<file path="config.mk">
export PLATFORM = sky130hd
export DESIGN_NAME = bnms_ctrl
export DESIGN_NICKNAME = d
export VERILOG_FILES = /design/src/design/bnms_pkg.sv /design/src/design/bnms_ctrl.sv
export VERILOG_INCLUDE_DIRS = /design/src /design/src/design
export SDC_FILE = /design/constraint.sdc
export NUM_CORES = 1
export LEC_CHECK = 0
export ABC_AREA = 1
export BUFFER_PORTS_ARGS = -buffer_cell sky130_fd_sc_hd__clkbuf_2
export CAP_MARGIN = 5
export CORE_AREA = 3 3 40 42
export CTS_CLUSTER_DIAMETER = 150
export DETAILED_ROUTE_END_ITERATION = 10
export DIE_AREA = 0 0 43 45
export GPL_TIMING_DRIVEN = 0
export PLACE_DENSITY_LB_ADDON = 0.15
export SLEW_MARGIN = 40
export SYNTH_ARGS = -nofsm -noshare
export SYNTH_HDL_FRONTEND = slang
export SYNTH_SLANG_ARGS = --single-unit
</file>
<file path="constraint.sdc">
create_clock -name clk -period 1.55 [get_ports clk]
set_input_delay 0.31 -clock clk [delete_from_list [all_inputs] [get_ports clk]]
set_output_delay 0.31 -clock clk [all_outputs]
set_load 0.05 [all_outputs]
</file>
<file path="src/design/assert_macros.svh">
// Assertion helpers shared by the RTL. Both expect clk and rst_n in scope.
`ifndef ASSERT_MACROS_SVH
`define ASSERT_MACROS_SVH

`ifndef SYNTHESIS

// Property checked at every rising edge outside reset.
`define ASSERT_PROP(lbl, prop) \
    lbl: assert property (@(posedge clk) disable iff (!rst_n) (prop)) \
        else $error("%m: property failed");

// Condition that must never be seen at a rising edge outside reset.
`define ASSERT_NEVER(lbl, cond) \
    lbl: assert property (@(posedge clk) disable iff (!rst_n) !(cond)) \
        else $error("%m: forbidden condition seen");

`else

`define ASSERT_PROP(lbl, prop)
`define ASSERT_NEVER(lbl, cond)

`endif

`endif

</file>
<file path="src/design/bnms_pkg.sv">
`default_nettype none

package bnms_pkg;

    localparam int TABLE_DEPTH = 128;
    localparam int IDX_W       = $clog2(TABLE_DEPTH);
    localparam int COUNT_W     = $clog2(TABLE_DEPTH + 1);

    localparam int PCT_W = 7;
    localparam logic [PCT_W-1:0] PCT_RESET = 7'd40;

    localparam logic [1:0] OP_INSERT   = 2'd0;
    localparam logic [1:0] OP_READ     = 2'd1;
    localparam logic [1:0] OP_CLEAR    = 2'd2;
    localparam logic [1:0] OP_READ_ALT = 2'd3;

    typedef enum logic [2:0] {
        ST_APPENDED = 3'd0,
        ST_KEPT     = 3'd1,
        ST_REPLACED = 3'd2,
        ST_FULL     = 3'd3,
        ST_READ     = 3'd4,
        ST_CLEARED  = 3'd5
    } status_code_t;

    typedef struct packed {
        logic [1:0]         opcode;
        logic [6:0]         read_index;
        logic [2:0]         box_class;
        logic [10:0]        box_score;
        logic [14:0]        box_width;
        logic [14:0]        box_height;
        logic signed [15:0] box_left;
        logic signed [15:0] box_top;
    } in_item_t;

    typedef struct packed {
        status_code_t       status;
        logic [6:0]         entry_index;
        logic [7:0]         entry_count;
        logic [2:0]         out_class;
        logic [10:0]        out_score;
        logic [14:0]        out_width;
        logic [14:0]        out_height;
        logic signed [15:0] out_left;
        logic signed [15:0] out_top;
    } out_result_t;

    typedef struct packed {
        logic [2:0]         cls;
        logic [10:0]        score;
        logic [14:0]        wid;
        logic [14:0]        hei;
        logic signed [15:0] left;
        logic signed [15:0] top;
    } entry_t;

    localparam int ENTRY_W = $bits(entry_t);

    // Controller to datapath.
    typedef struct packed {
        logic load;
        logic issue;
        logic flush;
        logic rd_issue;
        logic finish;
    } cmd_t;

    // Datapath to controller.
    typedef struct packed {
        logic scan_done;
        logic pipe_empty;
        logic hit;
        logic out_free;
    } stat_t;

endpackage

`default_nettype wire

</file>
<file path="src/design/bnms_ctrl.sv">
`default_nettype none

`include "assert_macros.svh"

module bnms_ctrl
    import bnms_pkg::*;
(
    input  wire logic       clk,
    input  wire logic       rst_n,
    input  wire logic       in_valid,
    input  wire logic [1:0] in_opcode,
    output logic            in_stall,
    input  wire stat_t      stat,
    output cmd_t            cmd
);

    typedef enum logic [3:0] {
        S_IDLE   = 4'b0001,
        S_SCAN   = 4'b0010,
        S_READ   = 4'b0100,
        S_FINISH = 4'b1000
    } state_t;

    state_t state_reg;
    state_t state_next;

    always_ff @(posedge clk or negedge rst_n)
    begin
        if (!rst_n)
        begin
            state_reg <= S_IDLE;
        end
        else
        begin
            state_reg <= state_next;
        end
    end

    always_comb
    begin
        state_next = state_reg;
        cmd        = '0;
        unique case (state_reg)
            S_IDLE:
            begin
                if (in_valid)
                begin
                    cmd.load = 1'b1;
                    unique case (in_opcode) inside
                        OP_INSERT:           state_next = S_SCAN;
                        OP_CLEAR:            state_next = S_FINISH;
                        OP_READ, OP_READ_ALT: state_next = S_READ;
                        default:             state_next = S_READ;
                    endcase
                end
            end
            S_SCAN:
            begin
                // The first hit out of the overlap pipeline ends the walk; later
                // entries still in flight are thrown away.
                if (stat.hit)
                begin
                    cmd.flush  = 1'b1;
                    state_next = S_FINISH;
                end
                else if (stat.scan_done && stat.pipe_empty)
                begin
                    state_next = S_FINISH;
                end
                else
                begin
                    cmd.issue = !stat.scan_done;
                end
            end
            S_READ:
            begin
                cmd.rd_issue = 1'b1;
                state_next   = S_FINISH;
            end
            S_FINISH:
            begin
                if (stat.out_free)
                begin
                    cmd.finish = 1'b1;
                    state_next = S_IDLE;
                end
            end
            default:
            begin
                state_next = S_IDLE;
            end
        endcase
    end

    assign in_stall = (state_reg != S_IDLE);

    `ASSERT_PROP(a_one_item_at_a_time, in_valid && !in_stall |=> in_stall)

endmodule

`default_nettype wire

</file>
==> flow_metrics.env, run 1 <==
export IMPL_finalSetupTns_ns=-0.2269
export IMPL_cp_data_required_time_ns=1.24
export IMPL_fill_cells=137
export IMPL_cts_buffer_depth=2
export IMPL_hp_class="input port to flop"
export IMPL_cts_root_buffer="clkbuf_4"
export IMPL_grt_usage_pct=10.84
export IMPL_power_density_nw_per_um2=1856
export IMPL_status="complete, but fails checks"
export IMPL_ant_nets=0
export IMPL_max_slew_margin_pct=85.79
export IMPL_dieArea_um2=1935
export IMPL_area_growth_syn_to_layout_pct=95.26
export IMPL_worstMarginPinSlew_ns=0.2124
export IMPL_yosysSeqAreaShare_pct=34.91
export IMPL_clock_sinks=4
export IMPL_fmax_ghz=0.6162
export IMPL_io_pins=15
export IMPL_ys_warn_count=0
export IMPL_ff2ff_path_depth=10
export IMPL_layout_common_cells="clkbuf_2, nand2_1, inv_1, buf_4"
export IMPL_max_cap_viol_count=0
export IMPL_largest_reg_flops=4
export IMPL_drt_iter0_drc=4
export IMPL_tritoncts="yes"
export IMPL_routed_wl_um=892
export IMPL_wl_per_cell_um=10.25
export IMPL_dr_pass1_iters=2
export IMPL_path_max_fanout=4
export IMPL_die_w_um=43
export IMPL_fin_crit_sh_pct=104.7
export IMPL_ys_types=14
export IMPL_initial_core_util_pct=22.59
export IMPL_portBuffers=14
export IMPL_hpwl_um=553.7
export IMPL_p_leak_nw=0.3046
export IMPL_crit_type="flop to primary output"
export IMPL_grt_pass1_wl_mm=1.497
export IMPL_synth_nets=55
export IMPL_worst_setup_path_start_kind="flop"
export IMPL_coreArea_um2=1285
export IMPL_worst_clock_skew_ns=0.002336
export IMPL_violations="setup timing"
export IMPL_max_stage_delay_ns=0.41
export IMPL_first_global_vias=368
export IMPL_rsz0062_at_grt="yes"
export IMPL_netlist_area_um2=290.3
export IMPL_antenna_cells=0
export IMPL_synth_cells=46
export IMPL_place_congestion=0.7542
export IMPL_layout_commonest_cell="clkbuf_2"
export IMPL_setup_viol=7
export IMPL_drive_above_1_share_pct=59.72
export IMPL_dieHeight_um=45
export IMPL_cp_arrival_ns=1.31
export IMPL_antenna_found_initial=0
export IMPL_cpMaxStageDelayCell="dfrtp_2"
export IMPL_nets=82
export IMPL_fin_crit_ns=1.623
export IMPL_ir_drop_uv=1204
export IMPL_h_tree_depth=1
export IMPL_path_cells="inv_1 -> nor2_1 -> nand2_4 -> nor3_2 -> clkbuf_8"
export IMPL_clock_latency_ns=0.24
export IMPL_vias=365
export IMPL_holdPathStages=3
export IMPL_grt_max_degree=5
export IMPL_drc=0
export IMPL_cp_end_kind="primary output"
export IMPL_ys_seq_elements=4
export IMPL_rows=13
export IMPL_synth_area_per_cell_um2=6.310
export IMPL_slew_viol_final=0
export IMPL_path_clk_slew_ns=0.04
export IMPL_numCtsBuffers=3
export IMPL_worst_slack_ns=-0.07280
export IMPL_overflow=0
export IMPL_finalHoldViolCount=0
export IMPL_drt_vias_per_instance=4.195
export IMPL_dp_slack_ns=0.04110
[final cells by class]
class / count / area (µm²) / area share [%]
multi-input combinational: 33 / 207.7 / 36.64
timing repair buffer: 22 / 176.4 / 31.13
sequential: 4 / 103.9 / 18.32
inverter: 9 / 33.78 / 5.960
clock buffer: 4 / 26.28 / 4.636
tap: 15 / 18.77 / 3.311
[synth_stat cells (all sizes together)]
cell type,count,area (µm²)
a21oi,1,5.000
nor2,13,53.80
inv,9,33.78
dfstp,1,26.28
nand2,9,36.29
nand4,1,6.260
o21ai,3,18.77
dfrtp,3,75.07
nand3,4,25.02
nor3,2,10.01
[layer usage]
layer / up-vias / track usage, % / wire [µm]
li1: 195 / - / -
met1: 159 / 11.38 / 335
met2: 11 / 19.16 / 489
met3: 0 / 5.179 / 68
met4: 0 / 3.614 / 0
met5: - / 0 / 0
[worst paths after layout]
path	from	endpoint	slack, ns
worst max-delay path	state_reg[1]	cmd[3]	-0.07
worst min register to register	state_reg[2]	state_reg[1]	0.66
worst max register to register	state_reg[0]	state_reg[0]	-0.04
max in group asynchronous	rst_n	state_reg[0]	0.94
min in group asynchronous	rst_n	state_reg[3]	0.41
worst min-delay path	in_opcode[0]	state_reg[2]	0.31
[kinds of logic (layout without fill, tap and decap cells)]
| kind of cell | after synthesis | in the layout | share of synthesized area (%) |
|---|---|---|---|
| simple gates | 29 | 29 | 45.26 |
| buf+inv | 9 | 35 | 11.64 |
| compound gates | 4 | 4 | 8.189 |
| flops | 4 | 4 | 34.91 |
[timing repair]
action	4_1_cts	5_1_grt
endpoints found under the hold margin	3	0
gates cloned	0	0
setup endpoints to repair	6	9
buffers inserted	6	1
hold buffers	1	0
gates resized for setup	14	15
pin swaps	3	4
[metrics by stage]
| step | hold WS (ns) | utilization (%) | total power, mW | cells | area, µm² |
|---|---|---|---|---|---|
| 6_report | 0.3105 | 44.11 | 1.052 | 87 | 566.8 |
| 5_1_grt | 0.3109 | 44.11 | 1.126 | 87 | 566.8 |
| 4_1_cts | 0.3079 | 40.99 | 0.9576 | 86 | 526.8 |
| 3_5_place_dp | 0.1187 | 30.87 | 0.5987 | 75 | 396.6 |
| 3_3_place_gp | 0.1178 | 30.87 | 0.6046 | 75 | 396.6 |
| 2_1_floorplan | 0.01441 | - | 0.5134 | 46 | 307.8 |
[critical path: cells and delay by family, from the launching register on]
family | cells | cell delay, ns
buffers and inverters | 2 | 0.26
DFF | 1 | 0.41
and+or+nand+nor | 3 | 0.39
[where the power goes]
group | switching [mW] | leakage, nW | internal (mW)
Sequential | 0.0453 | 0.0480 | 0.152
Combinational | 0.404 | 0.242 | 0.307
Clock | 0.0464 | 0.0150 | 0.0969
Total | 0.496 | 0.305 | 0.556
Power figures use the tool's default switching activity.
==> inputs of run 2 (changes only) <==
- clock period: 1.55 -> 1.9 ns (I/O delays scaled with it)
==> run 2 against run 1 <==
First-iteration DRC count increased by 50%; via count decreased by 11%; non-clock buffer count decreased by 7; largest cell class unchanged; critical path depth unchanged; the flow now finishes without violations; die area unchanged; clock skew increased by 0.0040 ns; worst hold slack improved by 0.078 ns.
==> flow_metrics.env, run 2 (synthesized netlist as in run 1, its figures left out) <==
export IMPL_worstMarginPinSlew_ns=0.2781
export IMPL_cp_end_kind="primary output"
export IMPL_path_max_fanout=5
export IMPL_worst_clock_skew_ns=0.006352
export IMPL_fin_crit_sh_pct=94.67
export IMPL_initial_core_util_pct=22.59
export IMPL_dieHeight_um=45
export IMPL_grt_max_degree=6
export IMPL_hpwl_um=565.8
export IMPL_fmax_ghz=0.5559
export IMPL_vias=326
export IMPL_wl_per_cell_um=8.350
export IMPL_nets=75
export IMPL_total_power_uw=593.6
export IMPL_drc=0
export IMPL_path_cells="inv_1 -> nor2_2 -> nand2_2 -> nor2_2 -> buf_2"
export IMPL_drt_iter0_drc=6
export IMPL_fin_crit_ns=1.799
export IMPL_rsz0062_at_grt="no"
export IMPL_io_pins=15
export IMPL_rows=13
export IMPL_coreArea_um2=1285
export IMPL_fin_area_um2=422.9
export IMPL_layout_commonest_cell="clkbuf_2"
export IMPL_first_global_vias=300
export IMPL_dp_slack_ns=0.3279
export IMPL_hp_class="input port to flop"
export IMPL_place_congestion=0.7646
export IMPL_worst_slack_ns=0.1012
export IMPL_ant_nets=0
export IMPL_p_leak_nw=0.2518
export IMPL_setup_viol=0
export IMPL_dpl_cell_area_um2=386.6
export IMPL_numCtsBuffers=3
export IMPL_layout_common_cells="clkbuf_2, nor2_1, inv_1, nand2_1"
export IMPL_power_density_nw_per_um2=1404
export IMPL_holdWs_ns=0.3882
export IMPL_crit_type="flop to primary output"
export IMPL_antenna_found_initial=0
export IMPL_portBuffers=14
export IMPL_crit_top_cell="nor2_2"
export IMPL_antenna_cells=0
export IMPL_dp_cells=75
export IMPL_cp_arrival_ns=1.42
export IMPL_slew_viol_final=0
export IMPL_fin_util_pct=32.91
export IMPL_drive_above_1_share_pct=38.46
export IMPL_max_stage_delay_ns=0.53
export IMPL_clock_latency_ns=0.23
export IMPL_overflow=0
export IMPL_area_growth_syn_to_layout_pct=45.69
export IMPL_routed_wl_um=668
export IMPL_drt_vias_per_instance=4.075
export IMPL_largest_reg_flops=4
export IMPL_grt_pass1_wl_mm=1.152
export IMPL_dr_pass1_iters=4
export IMPL_cp_data_required_time_ns=1.52
export IMPL_cts_root_buffer="clkbuf_4"
export IMPL_finalSetupTns_ns=0
export IMPL_max_cap_viol_count=0
export IMPL_tritoncts="yes"
export IMPL_worst_setup_path_start_kind="flop"
export IMPL_clock_sinks=4
export IMPL_dieArea_um2=1935
export IMPL_cts_buffer_depth=2
export IMPL_die_w_um=43
export IMPL_ir_drop_uv=582.3
export IMPL_fin_cells=80
export IMPL_h_tree_depth=1
export IMPL_finalHoldViolCount=0
export IMPL_max_slew_margin_pct=81.54
export IMPL_grt_usage_pct=8.340
export IMPL_path_clk_slew_ns=0.04
export IMPL_cpMaxStageDelayCell="dfstp_2"
export IMPL_status="completed"
==> run 2: path summary, 6_finish.rpt <==
check	from	end	slack, ns	depth (start not counted)
setup reg to reg	state_reg[0]	state_reg[1]	0.72	5
max in group asynchronous	rst_n	state_reg[0]	1.20	2
min in group asynchronous	rst_n	state_reg[3]	0.49	2
hold / removal	in_opcode[0]	state_reg[2]	0.39	3
hold reg to reg	state_reg[3]	state_reg[1]	0.66	3
setup / recovery	state_reg[0]	cmd[4]	0.10	5
==> run 2: layer usage <==
layer  share of wire, %  GRT usage (%)  vias up
li1                   -              -      178
met1                 47          9.685      138
met2                 45          12.28       10
met5                  0              0        -
met4                  0          3.614        0
met3                7.8          5.179        0
==> run 2: critical path: cells and delay by family (launching register included) <==
kind | cells | cell delay [ns]
buffers and inverters | 2 | 0.31
AND/OR/NAND/NOR | 3 | 0.35
flip-flops | 1 | 0.53
==> run 2: area by class of cell <==
type                    instances  area, µm²
fillers                       151      862.1
clock buffers                   4      26.28
flip-flops and latches          4      101.3
well taps                      15      18.77
repair buffers                 15      80.08
multi-input cells              33      162.7
inverters                       9      33.78
==> run 2: where the power goes <==
part	switching [mW]	total [mW]	leakage, nW	internal [mW]
combinational	0.251	0.338	0.186	0.0871
clock	0.0339	0.113	0.0150	0.0787
sequential	0.0211	0.143	0.0511	0.122
total	0.306	0.594	0.252	0.287
==> run 2: what timing repair did <==
action,CTS,global route
gates resized for setup,0,1
endpoints found under the setup margin,0,1
hold buffers,1,0
endpoints found under the hold margin,3,0
buffers inserted,0,0
==> inputs of run 3 (changes only) <==
- CORE_AREA: 3 3 40 42 -> 2 2 39 41
- DIE_AREA: 0 0 43 45 -> 0 0 41 43
==> run 3 against run 2 <==
Non-clock buffer count unchanged; core utilization down 1.9 points; sequential power is essentially flat; register-to-register slack is essentially flat; setup slack gained 0.019 ns; fmax up 1.0%; design area grew 1.5%; largest cell class unchanged.
==> flow_metrics.env, run 3 (synthesized netlist as in run 1, its figures left out) <==
export IMPL_vias=321
export IMPL_fin_crit_sh_pct=93.69
export IMPL_power_internal_uw=291.5
export IMPL_dieArea_um2=1763
export IMPL_h_tree_depth=1
export IMPL_crit_type="flop to primary output"
export IMPL_status="completed"
export IMPL_finalHoldViolCount=0
export IMPL_area_growth_syn_to_layout_pct=47.85
export IMPL_cts_root_buffer="clkbuf_4"
export IMPL_seq_power_share_pct=23.9
export IMPL_p_leak_nw=0.2519
export IMPL_cp_arrival_ns=1.40
export IMPL_drive_above_1_share_pct=38.46
export IMPL_antenna_found_initial=0
export IMPL_drt_vias_per_instance=3.963
export IMPL_cp_end_kind="primary output"
export IMPL_routed_wl_um=646
export IMPL_holdPathStages=3
export IMPL_max_slew_margin_pct=81.58
export IMPL_portBuffers=14
export IMPL_drc=0
export IMPL_initial_core_util_pct=20.98
export IMPL_swShare_pct=51.23
export IMPL_power_density_nw_per_um2=1393
export IMPL_hpwl_um=561.9
export IMPL_numCtsBuffers=3
export IMPL_slew_viol_final=0
export IMPL_cp_data_required_time_ns=1.52
export IMPL_grt_max_degree=6
export IMPL_clock_latency_ns=0.23
export IMPL_ir_drop_uv=542.2
export IMPL_tritoncts="yes"
export IMPL_place_congestion=0.7677
export IMPL_dieHeight_um=43
export IMPL_antenna_cells=0
export IMPL_ant_nets=0
export IMPL_largest_reg_flops=4
export IMPL_worst_clock_skew_ns=0.003050
export IMPL_max_cap_viol_count=0
export IMPL_clock_power_share_pct=18.8
export IMPL_first_global_vias=312
export IMPL_layout_commonest_cell="clkbuf_2"
export IMPL_drt_iter0_drc=7
export IMPL_fin_util_pct=31.01
export IMPL_worst_setup_path_start_kind="flop"
export IMPL_die_w_um=41
export IMPL_ff2ff_path_depth=6
export IMPL_overflow=0
export IMPL_coreArea_um2=1384
export IMPL_fmax_ghz=0.5618
export IMPL_wl_per_cell_um=7.975
export IMPL_path_clk_slew_ns=0.04
export IMPL_power_frac_comb_pct=57.3
export IMPL_rsz0062_at_grt="no"
export IMPL_path_max_fanout=4
export IMPL_clock_sinks=4
export IMPL_setup_viol=0
export IMPL_finalSetupTns_ns=0
export IMPL_hp_class="input port to flop"
export IMPL_grt_usage_pct=10.47
export IMPL_rows=14
export IMPL_fin_crit_ns=1.780
export IMPL_nets=75
export IMPL_grt_pass1_wl_mm=1.221
export IMPL_dr_pass1_iters=4
export IMPL_cts_buffer_depth=2
export IMPL_layout_common_cells="clkbuf_2, nor2_1, inv_1, nand2_1, clkbuf_4"
export IMPL_netSwitchingPower_uw=306.2
export IMPL_worstMarginPinSlew_ns=0.2775
export IMPL_io_pins=15
run 3: cell count changes in the layout (fill, tap and decap cells not counted), sizes merged:
cell,before,now
buf,1,0
clkbuf,17,18
run 3: final cells by class:
| type | instances | area, µm² |
|---|---|---|
| multi-input cells | 33 | 162.7 |
| well taps | 16 | 20.02 |
| repair buffers | 15 | 85.08 |
| flip-flops and latches | 4 | 101.3 |
| fillers | 165 | 954.7 |
| inverters | 9 | 33.78 |
| clock buffers | 4 | 26.28 |
run 3: worst max-delay path, cell delays in order (launching register included):
cell      delay [ns]
dfrtp_1         0.39
nor2_1          0.22
nand2_1         0.17
nor2_1          0.11
clkbuf_2        0.28
run 3: final timing paths:
check	start	endpoint	slack (ns)
max	state_reg[2]	cmd[2]	0.12
min	in_opcode[0]	state_reg[2]	0.39
max reg2reg	state_reg[0]	state_reg[3]	0.72
min reg2reg	state_reg[1]	state_reg[1]	0.65
max in group asynchronous	rst_n	state_reg[0]	1.21
min in group asynchronous	rst_n	state_reg[3]	0.49
run 3: power by group through the flow:
stage	Combinational (mW)	Sequential, mW	Clock, mW
floorplan	0.269	0.140	0
global placement	0.340	0.145	0
detailed placement	0.340	0.144	0
CTS	0.344	0.143	0.119
global route	0.380	0.150	0.131
finish	0.343	0.143	0.112
run 3: routing by layer:
metal	GRT usage, %	wire length [µm]	up-vias
met3	4.712	29	0
li1	-	-	181
met2	15.31	298	8
met1	12.99	319	132
met5	0	0	-
met4	4.000	0	0
run 3: per-stage QoR:
| step | instance area, µm² | worst slack (ns) | power [mW] | hold WS, ns | cells |
|---|---|---|---|---|---|
| after detailed placement | 387.9 | 0.3137 | 0.4841 | 0.1900 | 76 |
| after global placement | 387.9 | 0.3159 | 0.4858 | 0.1890 | 76 |
| after global routing | 429.2 | 0.004690 | 0.6610 | 0.4051 | 81 |
| final | 429.2 | 0.1199 | 0.5978 | 0.3896 | 81 |
| after CTS | 424.2 | 0.05149 | 0.6059 | 0.3852 | 81 |
| after floorplan | 297.8 | 0.1088 | 0.4087 | 0.08441 | 46 |
run 3: timing repair:
action,in CTS,in global routing
endpoints found under the hold margin,3,0
setup buffers,0,0
hold buffers,1,0
setup endpoints to repair,0,2
gates resized for setup,0,4
